### config.mk
export PLATFORM = sky130hd
export DESIGN_NAME = intruder_alarm_keypad_controller
export DESIGN_NICKNAME = d
export VERILOG_FILES = /design/src/rtl/core/ialk_pkg.sv /design/src/rtl/core/ialk_cfg.sv /design/src/rtl/core/ialk_fsm.sv /design/src/rtl/core/intruder_alarm_keypad_controller.sv
export SDC_FILE = /design/constraint.sdc
export NUM_CORES = 1
export LEC_CHECK = 0
export ABC_AREA = 1
export CAP_MARGIN = 10
export CELL_PAD_IN_SITES_DETAIL_PLACEMENT = 1
export CELL_PAD_IN_SITES_GLOBAL_PLACEMENT = 2
export CORE_MARGIN = 1
export CORE_UTILIZATION = 31
export CTS_CLUSTER_DIAMETER = 200
export DETAILED_ROUTE_END_ITERATION = 7
export DONT_BUFFER_PORTS = 1
export GPL_ROUTABILITY_DRIVEN = 0
export GPL_TIMING_DRIVEN = 0
export PLACE_DENSITY_LB_ADDON = 0.1
export SETUP_SLACK_MARGIN = 0.15
export SYNTH_ARGS = -nofsm -noshare
export SYNTH_HDL_FRONTEND = slang
export SYNTH_SLANG_ARGS = --single-unit
### constraint.sdc
create_clock -name aclk -period 4.8 [get_ports aclk]
set_clock_uncertainty 0.15 [all_clocks]
set_input_delay 0.96 -clock aclk [delete_from_list [all_inputs] [get_ports aclk]]
set_output_delay 0.96 -clock aclk [all_outputs]
set_load 0.01 [all_outputs]
### src/rtl/core/ialk_pkg.sv
// Shared types and constants of the intruder alarm keypad controller.
// Holds the configuration and result structs, mode and key codes and register indexes.
// No dependencies.
`default_nettype none

package ialk_pkg;

    // Panel modes
    localparam logic [2:0] MODE_UNSET  = 3'd0;
    localparam logic [2:0] MODE_EXIT   = 3'd1;
    localparam logic [2:0] MODE_ALARM  = 3'd2;
    localparam logic [2:0] MODE_SET    = 3'd3;
    localparam logic [2:0] MODE_ENTRY  = 3'd4;
    localparam logic [2:0] MODE_REPORT = 3'd5;

    // Key codes above the digits
    localparam logic [3:0] KEY_LAST_DIGIT = 4'd9;
    localparam logic [3:0] KEY_ENTER      = 4'd10;
    localparam logic [3:0] KEY_DELETE     = 4'd11;
    localparam logic [3:0] DIGIT_EMPTY    = 4'd15;

    // LED bits
    localparam int LED_ALARM  = 0;
    localparam int LED_DOOR   = 1;
    localparam int LED_SENSOR = 2;

    // Configuration register indexes
    localparam int          CFG_IDX_W         = 3;
    localparam logic [2:0]  REG_CODE_DIGITS   = 3'd0;
    localparam logic [2:0]  REG_EXIT_DELAY    = 3'd1;
    localparam logic [2:0]  REG_ENTRY_DELAY   = 3'd2;
    localparam logic [2:0]  REG_ALARM_LED     = 3'd3;
    localparam logic [2:0]  REG_FLASH_HALF    = 3'd4;
    localparam logic [2:0]  REG_WRONG_LIMIT   = 3'd5;
    localparam int          CFG_DATA_W        = 16;

    // Reset values of the registers
    localparam logic [15:0] RST_CODE_DIGITS = 16'h2468;
    localparam logic [15:0] RST_EXIT_DELAY  = 16'd1000;
    localparam logic [15:0] RST_ENTRY_DELAY = 16'd1000;
    localparam logic [15:0] RST_ALARM_LED   = 16'd12000;
    localparam logic [15:0] RST_FLASH_HALF  = 16'd50;
    localparam logic [3:0]  RST_WRONG_LIMIT = 4'd3;

    // Default parameter values
    localparam int DEF_CODE_LENGTH = 4;
    localparam int DEF_TIMER_BITS  = 16;

    // Stream payload widths
    localparam int S_TDATA_W = 8;
    localparam int M_TDATA_W = 32;

    typedef struct packed {
        logic [15:0] code_digits;
        logic [15:0] exit_delay_ticks;
        logic [15:0] entry_delay_ticks;
        logic [15:0] alarm_led_ticks;
        logic [15:0] flash_half_ticks;
        logic [3:0]  wrong_code_limit;
    } cfg_t;

    typedef struct packed {
        logic [2:0]  panel_state;
        logic        alarm_led;
        logic        door_led;
        logic        sensor_led;
        logic [2:0]  entered_count;
        logic [15:0] entered_digits;
        logic [3:0]  wrong_count;
    } result_t;

endpackage

`default_nettype wire

### src/rtl/core/ialk_cfg.sv
// Configuration register file of the alarm controller.
// Takes one write transfer per cycle; depends on ialk_pkg.
`default_nettype none

module ialk_cfg (
    input  wire logic                            aclk,
    input  wire logic                            aresetn,
    input  wire logic                            cfg_valid,
    output logic                                 cfg_ready,
    input  wire logic [ialk_pkg::CFG_IDX_W-1:0]  cfg_index,
    input  wire logic [ialk_pkg::CFG_DATA_W-1:0] cfg_data,
    output ialk_pkg::cfg_t                       cfg
);
    import ialk_pkg::*;

    cfg_t cfg_reg;
    cfg_t cfg_next;

    assign cfg_ready = 1'b1;
    assign cfg       = cfg_reg;

    always_comb begin
        cfg_next = cfg_reg;
        if (cfg_valid) begin
            case (cfg_index)
                REG_CODE_DIGITS: cfg_next.code_digits       = cfg_data;
                REG_EXIT_DELAY:  cfg_next.exit_delay_ticks  = cfg_data;
                REG_ENTRY_DELAY: cfg_next.entry_delay_ticks = cfg_data;
                REG_ALARM_LED:   cfg_next.alarm_led_ticks   = cfg_data;
                REG_FLASH_HALF:  cfg_next.flash_half_ticks  = cfg_data;
                REG_WRONG_LIMIT: cfg_next.wrong_code_limit  = cfg_data[3:0];
                default: ;  // drop writes beyond the register list
            endcase
        end
    end

    always_ff @(posedge aclk) begin
        if (!aresetn) begin
            cfg_reg.code_digits       <= RST_CODE_DIGITS;
            cfg_reg.exit_delay_ticks  <= RST_EXIT_DELAY;
            cfg_reg.entry_delay_ticks <= RST_ENTRY_DELAY;
            cfg_reg.alarm_led_ticks   <= RST_ALARM_LED;
            cfg_reg.flash_half_ticks  <= RST_FLASH_HALF;
            cfg_reg.wrong_code_limit  <= RST_WRONG_LIMIT;
        end else begin
            cfg_reg <= cfg_next;
        end
    end

endmodule

`default_nettype wire

### src/rtl/core/ialk_fsm.sv
// Panel state machine: mode, digit buffer, wrong-code count, timers and LEDs.
// Updates once per accepted poll tick; depends on ialk_pkg.
`default_nettype none

module ialk_fsm #(
    parameter int CODE_LENGTH = ialk_pkg::DEF_CODE_LENGTH,
    parameter int TIMER_BITS  = ialk_pkg::DEF_TIMER_BITS
) (
    input  wire logic            aclk,
    input  wire logic            aresetn,
    input  wire logic            tick,
    input  wire logic            key_valid,
    input  wire logic [3:0]      key_code,
    input  wire logic            door_open,
    input  wire logic            motion_detected,
    input  wire ialk_pkg::cfg_t  cfg,
    output ialk_pkg::result_t    result
);
    import ialk_pkg::*;

    localparam int CNT_W = $clog2(CODE_LENGTH + 1);

    typedef struct packed {
        logic [2:0]            mode;
        logic [TIMER_BITS-1:0] dly;
        logic [TIMER_BITS-1:0] fl;
        logic [TIMER_BITS-1:0] alt;
        logic [2:0]            leds;
    } ctl_t;

    ctl_t             ctl_reg, ctl_next;
    logic [3:0]       dig_reg  [CODE_LENGTH];
    logic [3:0]       dig_next [CODE_LENGTH];
    logic [CNT_W-1:0] tot_reg, tot_next;
    logic [3:0]       tries_reg, tries_next;
    logic [4*CODE_LENGTH-1:0] packed_digits;

    // Mode change with its entry actions; no change when already in that mode
    function automatic ctl_t go_mode(input ctl_t s, input logic [2:0] nxt, input cfg_t c);
        ctl_t r;
        r = s;
        if (nxt != s.mode) begin
            if (s.mode == MODE_ALARM) begin
                r.alt = '0;
            end
            r.mode = nxt;
            r.dly  = '0;
            r.fl   = '0;
            case (nxt)
                MODE_UNSET: begin
                    r.leds = '0;
                    r.alt  = '0;
                end
                MODE_EXIT:   r.dly = TIMER_BITS'(c.exit_delay_ticks);
                MODE_ENTRY:  r.dly = TIMER_BITS'(c.entry_delay_ticks);
                MODE_ALARM: begin
                    r.leds[LED_ALARM] = 1'b1;
                    r.alt = TIMER_BITS'(c.alarm_led_ticks);
                end
                MODE_REPORT: r.leds[LED_ALARM] = 1'b0;
                default: ;
            endcase
        end
        return r;
    endfunction

    always_comb begin
        logic [2:0] m0;
        logic       match;
        logic [3:0] want;
        logic [3:0] limit;

        ctl_next   = ctl_reg;
        dig_next   = dig_reg;
        tot_next   = tot_reg;
        tries_next = tries_reg;
        m0         = ctl_reg.mode;
        match      = 1'b0;
        want       = '0;
        limit      = cfg.wrong_code_limit;

        if (tick) begin
            // Flash runs first in the delay modes
            if (m0 == MODE_EXIT || m0 == MODE_ENTRY) begin
                if (ctl_next.fl == '0) begin
                    ctl_next.leds[LED_ALARM] = ~ctl_next.leds[LED_ALARM];
                    ctl_next.fl = (cfg.flash_half_ticks == '0) ? '0
                                : TIMER_BITS'(cfg.flash_half_ticks - 16'd1);
                end else begin
                    ctl_next.fl = ctl_next.fl - 1'b1;
                end
            end

            // Keypad
            if (key_valid && (m0 == MODE_UNSET || m0 == MODE_EXIT ||
                              m0 == MODE_ALARM || m0 == MODE_ENTRY) &&
                key_code <= KEY_DELETE) begin
                if (key_code <= KEY_LAST_DIGIT) begin
                    if (tot_reg < CNT_W'(CODE_LENGTH)) begin
                        for (int i = 0; i < CODE_LENGTH; i++) begin
                            if (CNT_W'(i) == tot_reg) begin
                                dig_next[i] = key_code;
                            end
                        end
                        tot_next = tot_reg + 1'b1;
                    end
                end else if (key_code == KEY_DELETE) begin
                    if (tot_reg != '0) begin
                        tot_next = tot_reg - 1'b1;
                        for (int i = 0; i < CODE_LENGTH; i++) begin
                            if (CNT_W'(i) == tot_next) begin
                                dig_next[i] = DIGIT_EMPTY;
                            end
                        end
                    end
                end else begin
                    match = (tot_reg == CNT_W'(CODE_LENGTH));
                    for (int i = 0; i < CODE_LENGTH; i++) begin
                        want = 4'((cfg.code_digits >> (4 * (CODE_LENGTH - 1 - i))) & 16'hF);
                        if (dig_reg[i] != want) begin
                            match = 1'b0;
                        end
                    end
                    if (match) begin
                        tries_next = '0;
                        if (ctl_next.mode == MODE_UNSET) begin
                            ctl_next = go_mode(ctl_next, MODE_EXIT, cfg);
                        end else if (ctl_next.mode == MODE_EXIT ||
                                     ctl_next.mode == MODE_ENTRY) begin
                            ctl_next = go_mode(ctl_next, MODE_UNSET, cfg);
                        end else if (ctl_next.mode == MODE_ALARM) begin
                            ctl_next = go_mode(ctl_next, MODE_REPORT, cfg);
                        end
                    end else begin
                        if (tries_reg != 4'd15) begin
                            tries_next = tries_reg + 1'b1;
                        end
                        if (ctl_next.mode == MODE_ENTRY) begin
                            ctl_next = go_mode(ctl_next, MODE_ALARM, cfg);
                        end
                    end
                    for (int i = 0; i < CODE_LENGTH; i++) begin
                        dig_next[i] = DIGIT_EMPTY;
                    end
                    tot_next = '0;
                end
                if ((ctl_next.mode == MODE_UNSET || ctl_next.mode == MODE_EXIT) &&
                    tries_next != '0 && tries_next >= limit) begin
                    ctl_next = go_mode(ctl_next, MODE_ALARM, cfg);
                end
            end

            case (m0)
                MODE_EXIT, MODE_ENTRY: begin
                    if (motion_detected) begin
                        ctl_next.leds[LED_SENSOR] = 1'b1;
                        ctl_next = go_mode(ctl_next, MODE_ALARM, cfg);
                    end
                    if (ctl_next.mode == m0) begin
                        if (ctl_next.dly <= TIMER_BITS'(1)) begin
                            ctl_next = go_mode(ctl_next,
                                (m0 == MODE_EXIT) ? MODE_SET : MODE_ALARM, cfg);
                        end else begin
                            ctl_next.dly = ctl_next.dly - 1'b1;
                        end
                    end
                end
                MODE_SET: begin
                    if (door_open) begin
                        ctl_next.leds[LED_DOOR] = 1'b1;
                        ctl_next = go_mode(ctl_next, MODE_ENTRY, cfg);
                    end
                    if (motion_detected) begin
                        ctl_next.leds[LED_SENSOR] = 1'b1;
                        ctl_next = go_mode(ctl_next, MODE_ALARM, cfg);
                    end
                end
                MODE_ALARM: begin
                    // Alarm LED hold time
                    if (ctl_next.mode == MODE_ALARM && ctl_next.alt != '0) begin
                        if (ctl_next.alt <= TIMER_BITS'(1)) begin
                            ctl_next.alt = '0;
                            ctl_next.leds[LED_ALARM] = 1'b0;
                        end else begin
                            ctl_next.alt = ctl_next.alt - 1'b1;
                        end
                    end
                end
                MODE_REPORT: begin
                    if (key_valid && key_code == KEY_DELETE) begin
                        ctl_next = go_mode(ctl_next, MODE_UNSET, cfg);
                    end
                end
                default: ;
            endcase
        end
    end

    always_ff @(posedge aclk) begin
        if (!aresetn) begin
            ctl_reg   <= '0;
            tot_reg   <= '0;
            tries_reg <= '0;
            for (int i = 0; i < CODE_LENGTH; i++) begin
                dig_reg[i] <= DIGIT_EMPTY;
            end
        end else begin
            ctl_reg   <= ctl_next;
            tot_reg   <= tot_next;
            tries_reg <= tries_next;
            dig_reg   <= dig_next;
        end
    end

    // First digit in the top nibble
    always_comb begin
        for (int i = 0; i < CODE_LENGTH; i++) begin
            packed_digits[4*(CODE_LENGTH-1-i) +: 4] = dig_reg[i];
        end
    end

    assign result.panel_state    = ctl_reg.mode;
    assign result.alarm_led      = ctl_reg.leds[LED_ALARM];
    assign result.door_led       = ctl_reg.leds[LED_DOOR];
    assign result.sensor_led     = ctl_reg.leds[LED_SENSOR];
    assign result.entered_count  = 3'(tot_reg);
    assign result.entered_digits = 16'(packed_digits);
    assign result.wrong_count    = tries_reg;

`ifndef SYNTH
    a_count_bound: assert property (@(posedge aclk) disable iff (!aresetn)
        tot_reg <= CNT_W'(CODE_LENGTH))
        else $error("digit count beyond code length");

    a_delay_idle: assert property (@(posedge aclk) disable iff (!aresetn)
        !(ctl_reg.mode == MODE_EXIT || ctl_reg.mode == MODE_ENTRY) |->
            (ctl_reg.dly == '0 && ctl_reg.fl == '0))
        else $error("delay or flash timer running outside a delay mode");

    a_alarm_timer_idle: assert property (@(posedge aclk) disable iff (!aresetn)
        ctl_reg.mode != MODE_ALARM |-> ctl_reg.alt == '0)
        else $error("alarm LED timer left running outside alarm");

    a_report_clears_tries: assert property (@(posedge aclk) disable iff (!aresetn)
        (tick && ctl_reg.mode == MODE_ALARM && ctl_next.mode == MODE_REPORT) |=>
            tries_reg == '0)
        else $error("report reached without clearing wrong-code count");

    a_unset_dark: assert property (@(posedge aclk) disable iff (!aresetn)
        (tick && ctl_reg.mode != MODE_UNSET && ctl_next.mode == MODE_UNSET) |=>
            ctl_reg.leds == '0)
        else $error("LEDs left lit on return to unset");
`endif

endmodule

`default_nettype wire

### src/rtl/core/intruder_alarm_keypad_controller.sv
// Top level of the intruder alarm keypad controller: stream handshake and result register.
// Instantiates ialk_cfg and ialk_fsm; depends on ialk_pkg.
//
//  channel   dir  payload                                          transfer when
//  s_*       in   poll tick: key, door and motion levels            s_tvalid & s_tready
//  m_*       out  panel state, LEDs, digit buffer, wrong count      m_tvalid & m_tready
//  cfg_*     in   register index and write data                    cfg_valid & cfg_ready
//
// The state registers take each poll tick's update at the end of its transfer cycle
// and hold the result until it is taken. A new tick is accepted every cycle
// while the result register is empty or being read. A stalled m_tready stalls s_tready.
// aresetn is synchronous; it restores the register defaults and the unset mode.
// Configuration writes are taken in every cycle.
`default_nettype none

module intruder_alarm_keypad_controller #(
    parameter int CODE_LENGTH = ialk_pkg::DEF_CODE_LENGTH,
    parameter int TIMER_BITS  = ialk_pkg::DEF_TIMER_BITS
) (
    input  wire logic                            aclk,
    input  wire logic                            aresetn,
    // tdata: key_valid[0], key_code[4:1], door_open[5], motion_detected[6], zero[7]
    input  wire logic                            s_tvalid,
    output logic                                 s_tready,
    input  wire logic [ialk_pkg::S_TDATA_W-1:0]  s_tdata,
    // tdata: panel_state[2:0], alarm_led[3], door_led[4], sensor_led[5],
    //        entered_count[8:6], entered_digits[24:9], wrong_count[28:25], zero[31:29]
    output logic                                 m_tvalid,
    input  wire logic                            m_tready,
    output logic [ialk_pkg::M_TDATA_W-1:0]       m_tdata,
    input  wire logic                            cfg_valid,
    output logic                                 cfg_ready,
    input  wire logic [ialk_pkg::CFG_IDX_W-1:0]  cfg_index,
    input  wire logic [ialk_pkg::CFG_DATA_W-1:0] cfg_data
);
    import ialk_pkg::*;

    cfg_t    cfg;
    result_t result;
    logic    m_valid_reg, m_valid_next;
    logic    accept;

    assign s_tready = !m_valid_reg || m_tready;
    assign accept   = s_tvalid && s_tready;

    always_comb begin
        m_valid_next = m_valid_reg;
        if (accept) begin
            m_valid_next = 1'b1;
        end else if (m_tready) begin
            m_valid_next = 1'b0;
        end
    end

    always_ff @(posedge aclk) begin
        if (!aresetn) begin
            m_valid_reg <= 1'b0;
        end else begin
            m_valid_reg <= m_valid_next;
        end
    end

    ialk_cfg u_cfg (
        .aclk      (aclk),
        .aresetn   (aresetn),
        .cfg_valid (cfg_valid),
        .cfg_ready (cfg_ready),
        .cfg_index (cfg_index),
        .cfg_data  (cfg_data),
        .cfg       (cfg)
    );

    ialk_fsm #(
        .CODE_LENGTH (CODE_LENGTH),
        .TIMER_BITS  (TIMER_BITS)
    ) u_fsm (
        .aclk            (aclk),
        .aresetn         (aresetn),
        .tick            (accept),
        .key_valid       (s_tdata[0]),
        .key_code        (s_tdata[4:1]),
        .door_open       (s_tdata[5]),
        .motion_detected (s_tdata[6]),
        .cfg             (cfg),
        .result          (result)
    );

    assign m_tvalid = m_valid_reg;
    assign m_tdata  = {3'b000, result.wrong_count, result.entered_digits,
                       result.entered_count, result.sensor_led, result.door_led,
                       result.alarm_led, result.panel_state};

endmodule

`default_nettype wire
==> flow_summary.yaml <==
pwr:
  switchingPower_mw: 2.43
  pwr-share-seq: 0.278
  irDropWorstVdd_mv: 0.228
  power.internal_mw: 3.08
  power.share.clock: 0.269
  combPwrFrac: 0.453
  switching_share: 0.441
  leakage_nw: 7.26
  p_per_area_nw_per_um2: 345
grt:
  gr-usage-met1: 0.414
  grt-busiest-layer: "met2"
  grt_util_met2: 0.490
  antenna_found_initial: 1
  grt_start_max_net_pins: 18
  grt_use_met3: 0.0626
  grt_pass1_vias: 15754
  grt_usage: 0.305
  grt-ovfl-total: 0
  grt_pass1_wl_mm: 98.9
floorplanning:
  num_rows: 74
  die-area_um2: 42900
  core_area_um2: 41200
  initial_core_util: 0.317
  io_pins: 67
  die_w_um: 207
  fp.dieH_um: 207
synth:
  synth_async_sr_flop_share: 0
  synth-edff-count: 0
  yosysTopAreaCellShare: 0.249
  syn_inst: 2232
  yosysWarningCount: 0
  syn_avg_cell_area_um2: 5.85
  yosys.area.top_type: "dfxtp_1"
  seq_area_frac_synth: 0.249
  synth_cell_types: 57
  syn_area_um2: 13000
  synthFlopType: "dfxtp_1"
  synth.area.top_cells: "dfxtp_1 (25%), nand2_1 (19%), nand3_1 (7.7%)"
  ys_ff_latch: 162
place:
  port_buffers: 0
  hpwl_mm: 50.9
sta:
  tns_ns: -3.39
  rsz0062_at_grt: "yes"
  fin_ws_ns: -0.177
  slew_violations: 0
  fmax_mhz: 201
  final-hold-violation-count: 0
  worst_pin_slew_ns: 1.08
  finalSetupViolCount: 41
  finalCriticalPeriod_ns: 4.98
  fin_crit_sh: 1.04
  max-slew-margin-rel: 0.271
layout:
  final_common_cell: "nand2_1"
  area_growth_pct: 22.6
  mostFrequentLayoutCells: "nand2_1 (603), inv_1 (226), nor2_1 (183)"
  nets: 2366
  antenna_cells: 0
  fillers: 5488
  fin_util: 0.388
  final_layout_size_suffix_gt1_frac: 0.178
  largest_reg_flops: 84
clocking:
  cts_buffers: 17
  cts.sinks: 162
  htreeDepth: 4
  cts-root-buf: "clkbuf_16"
  insertion_delay_ns: 0.48
  cts_tree: "built"
  ctsLongestPathBuffers: 2
  cts.clk_slew.worst_paths_ns: 0.07
setup_path:
  crit_path_max_fanout: 5
  crit_arrival_ns: 5.21
  cpMaxStageDelayCell: "dfxtp_4"
  end_kind: "flop"
  path_class: "reg -> reg"
  max_stage_delay_ns: 0.38
  startpoint_type: "flop"
  cp.required_ns: 5.04
status:
  violations: "negative setup slack"
  status: "finished, violations left"
routing:
  vias: 15472
  via_per_inst: 5.41
  wirelength_mm: 65.5
  dr.first_iter.drc_count: 1078
  dr.pass1.iters: 5
  drcViolationCount: 0
  wl_per_cell_um: 22.9
  antenna_left: 0
worst_hold_path:
  hp-class: "reg -> reg"
run:
  maxCapViolCount: 0
==> worst paths after layout <==
check / startpoint / endpoint / slack, ns / depth (start not counted)
max reg2reg: u_fsm.tot_reg[0]$_SDFFE_PN0P_ / u_fsm.ctl_reg[15]$_SDFFE_PN0P_ / -0.18 / 40
max: u_fsm.tot_reg[0]$_SDFFE_PN0P_ / u_fsm.ctl_reg[15]$_SDFFE_PN0P_ / -0.18 / 40
min: u_cfg.cfg[61]$_SDFFE_PN1P_ / u_cfg.cfg[61]$_SDFFE_PN1P_ / 0.32 / 2
min reg2reg: u_cfg.cfg[61]$_SDFFE_PN1P_ / u_cfg.cfg[61]$_SDFFE_PN1P_ / 0.32 / 2
==> routing by layer <==
layer	routed length, um	up-vias
met5	0	-
met4	1450	0
met3	4210	78
met2	29300	398
met1	30600	7546
li1	-	7450
==> synthesized netlist by cell type (all sizes together) (2+ instances only) <==
master,n
o22ai,13
a21o,2
o211ai,33
nor2,210
xnor2,3
buf,42
clkbuf,75
a21oi,162
ha,18
a221oi,24
dfxtp,162
nand3,208
inv,255
or2,13
nor3b,2
nand2,687
a22o,2
clkinv,4
nor4,5
a22oi,4
nor3,27
conb,2
nand4,21
nand3b,4
o221ai,5
o21ai,204
xor2,26
a211oi,7
a31oi,4
==> timing repair <==
item                                   4_1_cts  5_1_grt
setup endpoints to repair                   52       52
gates cloned                                 5        0
hold buffers                                 0        0
pin swaps                                   82       56
endpoints found under the hold margin        0        0
resized for setup                          201       74
setup buffers                               48       10
==> worst max-delay path: cells and delay by family, from the launching register on <==
family / cells / cell delay [ns]
simple gates: 21 / 2.01
compound gates: 3 / 0.38
buf+inv: 14 / 1.64
fa+ha+maj: 2 / 0.28
flops: 1 / 0.38
==> metrics by stage <==
stage	instance area (um^2)	setup WS [ns]	total power [mW]	hold WS, ns	cells
6_report	16000	-0.177	5.51	0.319	2861
5_1_grt	16000	-0.375	5.80	0.338	2861
4_1_cts	15600	-0.0481	5.39	0.318	2851
3_5_place_dp	13800	-1.64	3.54	0.306	2766
3_3_place_gp	13800	-1.54	3.50	0.298	2766
2_1_floorplan	13200	-0.102	2.91	0.273	2234
==> final cells by class <==
type                    instances  area [um^2]  area share
clock buffers                  17          425      0.0266
inverters                     259         1010      0.0633
well taps                     532          666      0.0416
clock inverters                15          186      0.0117
flip-flops and latches        162         3260       0.204
multi-input cells            1697         9220       0.576
repair buffers                 62          584      0.0365
plain buffers                 117          643      0.0402
==> power by group through the flow <==
stage	clock network, mW	registers, mW	logic (mW)
after floorplan	0	1.51	1.40
after global placement	0	1.55	1.94
after detailed placement	0	1.56	1.98
after CTS	1.49	1.53	2.36
after global routing	1.55	1.54	2.71
final	1.48	1.53	2.50
==> cells by family (layout without fill, tap and decap cells) <==
logic type | after synthesis | in the layout | share of synthesized area
other cells | 2 | 4 | 0.000576
flops | 162 | 162 | 0.249
compound gates | 467 | 467 | 0.205
buf+inv | 376 | 470 | 0.118
simple gates | 1178 | 1179 | 0.391
xor+xnor | 29 | 29 | 0.0195
fa+ha+maj | 18 | 18 | 0.0173
(Power assumes the default switching activity.)
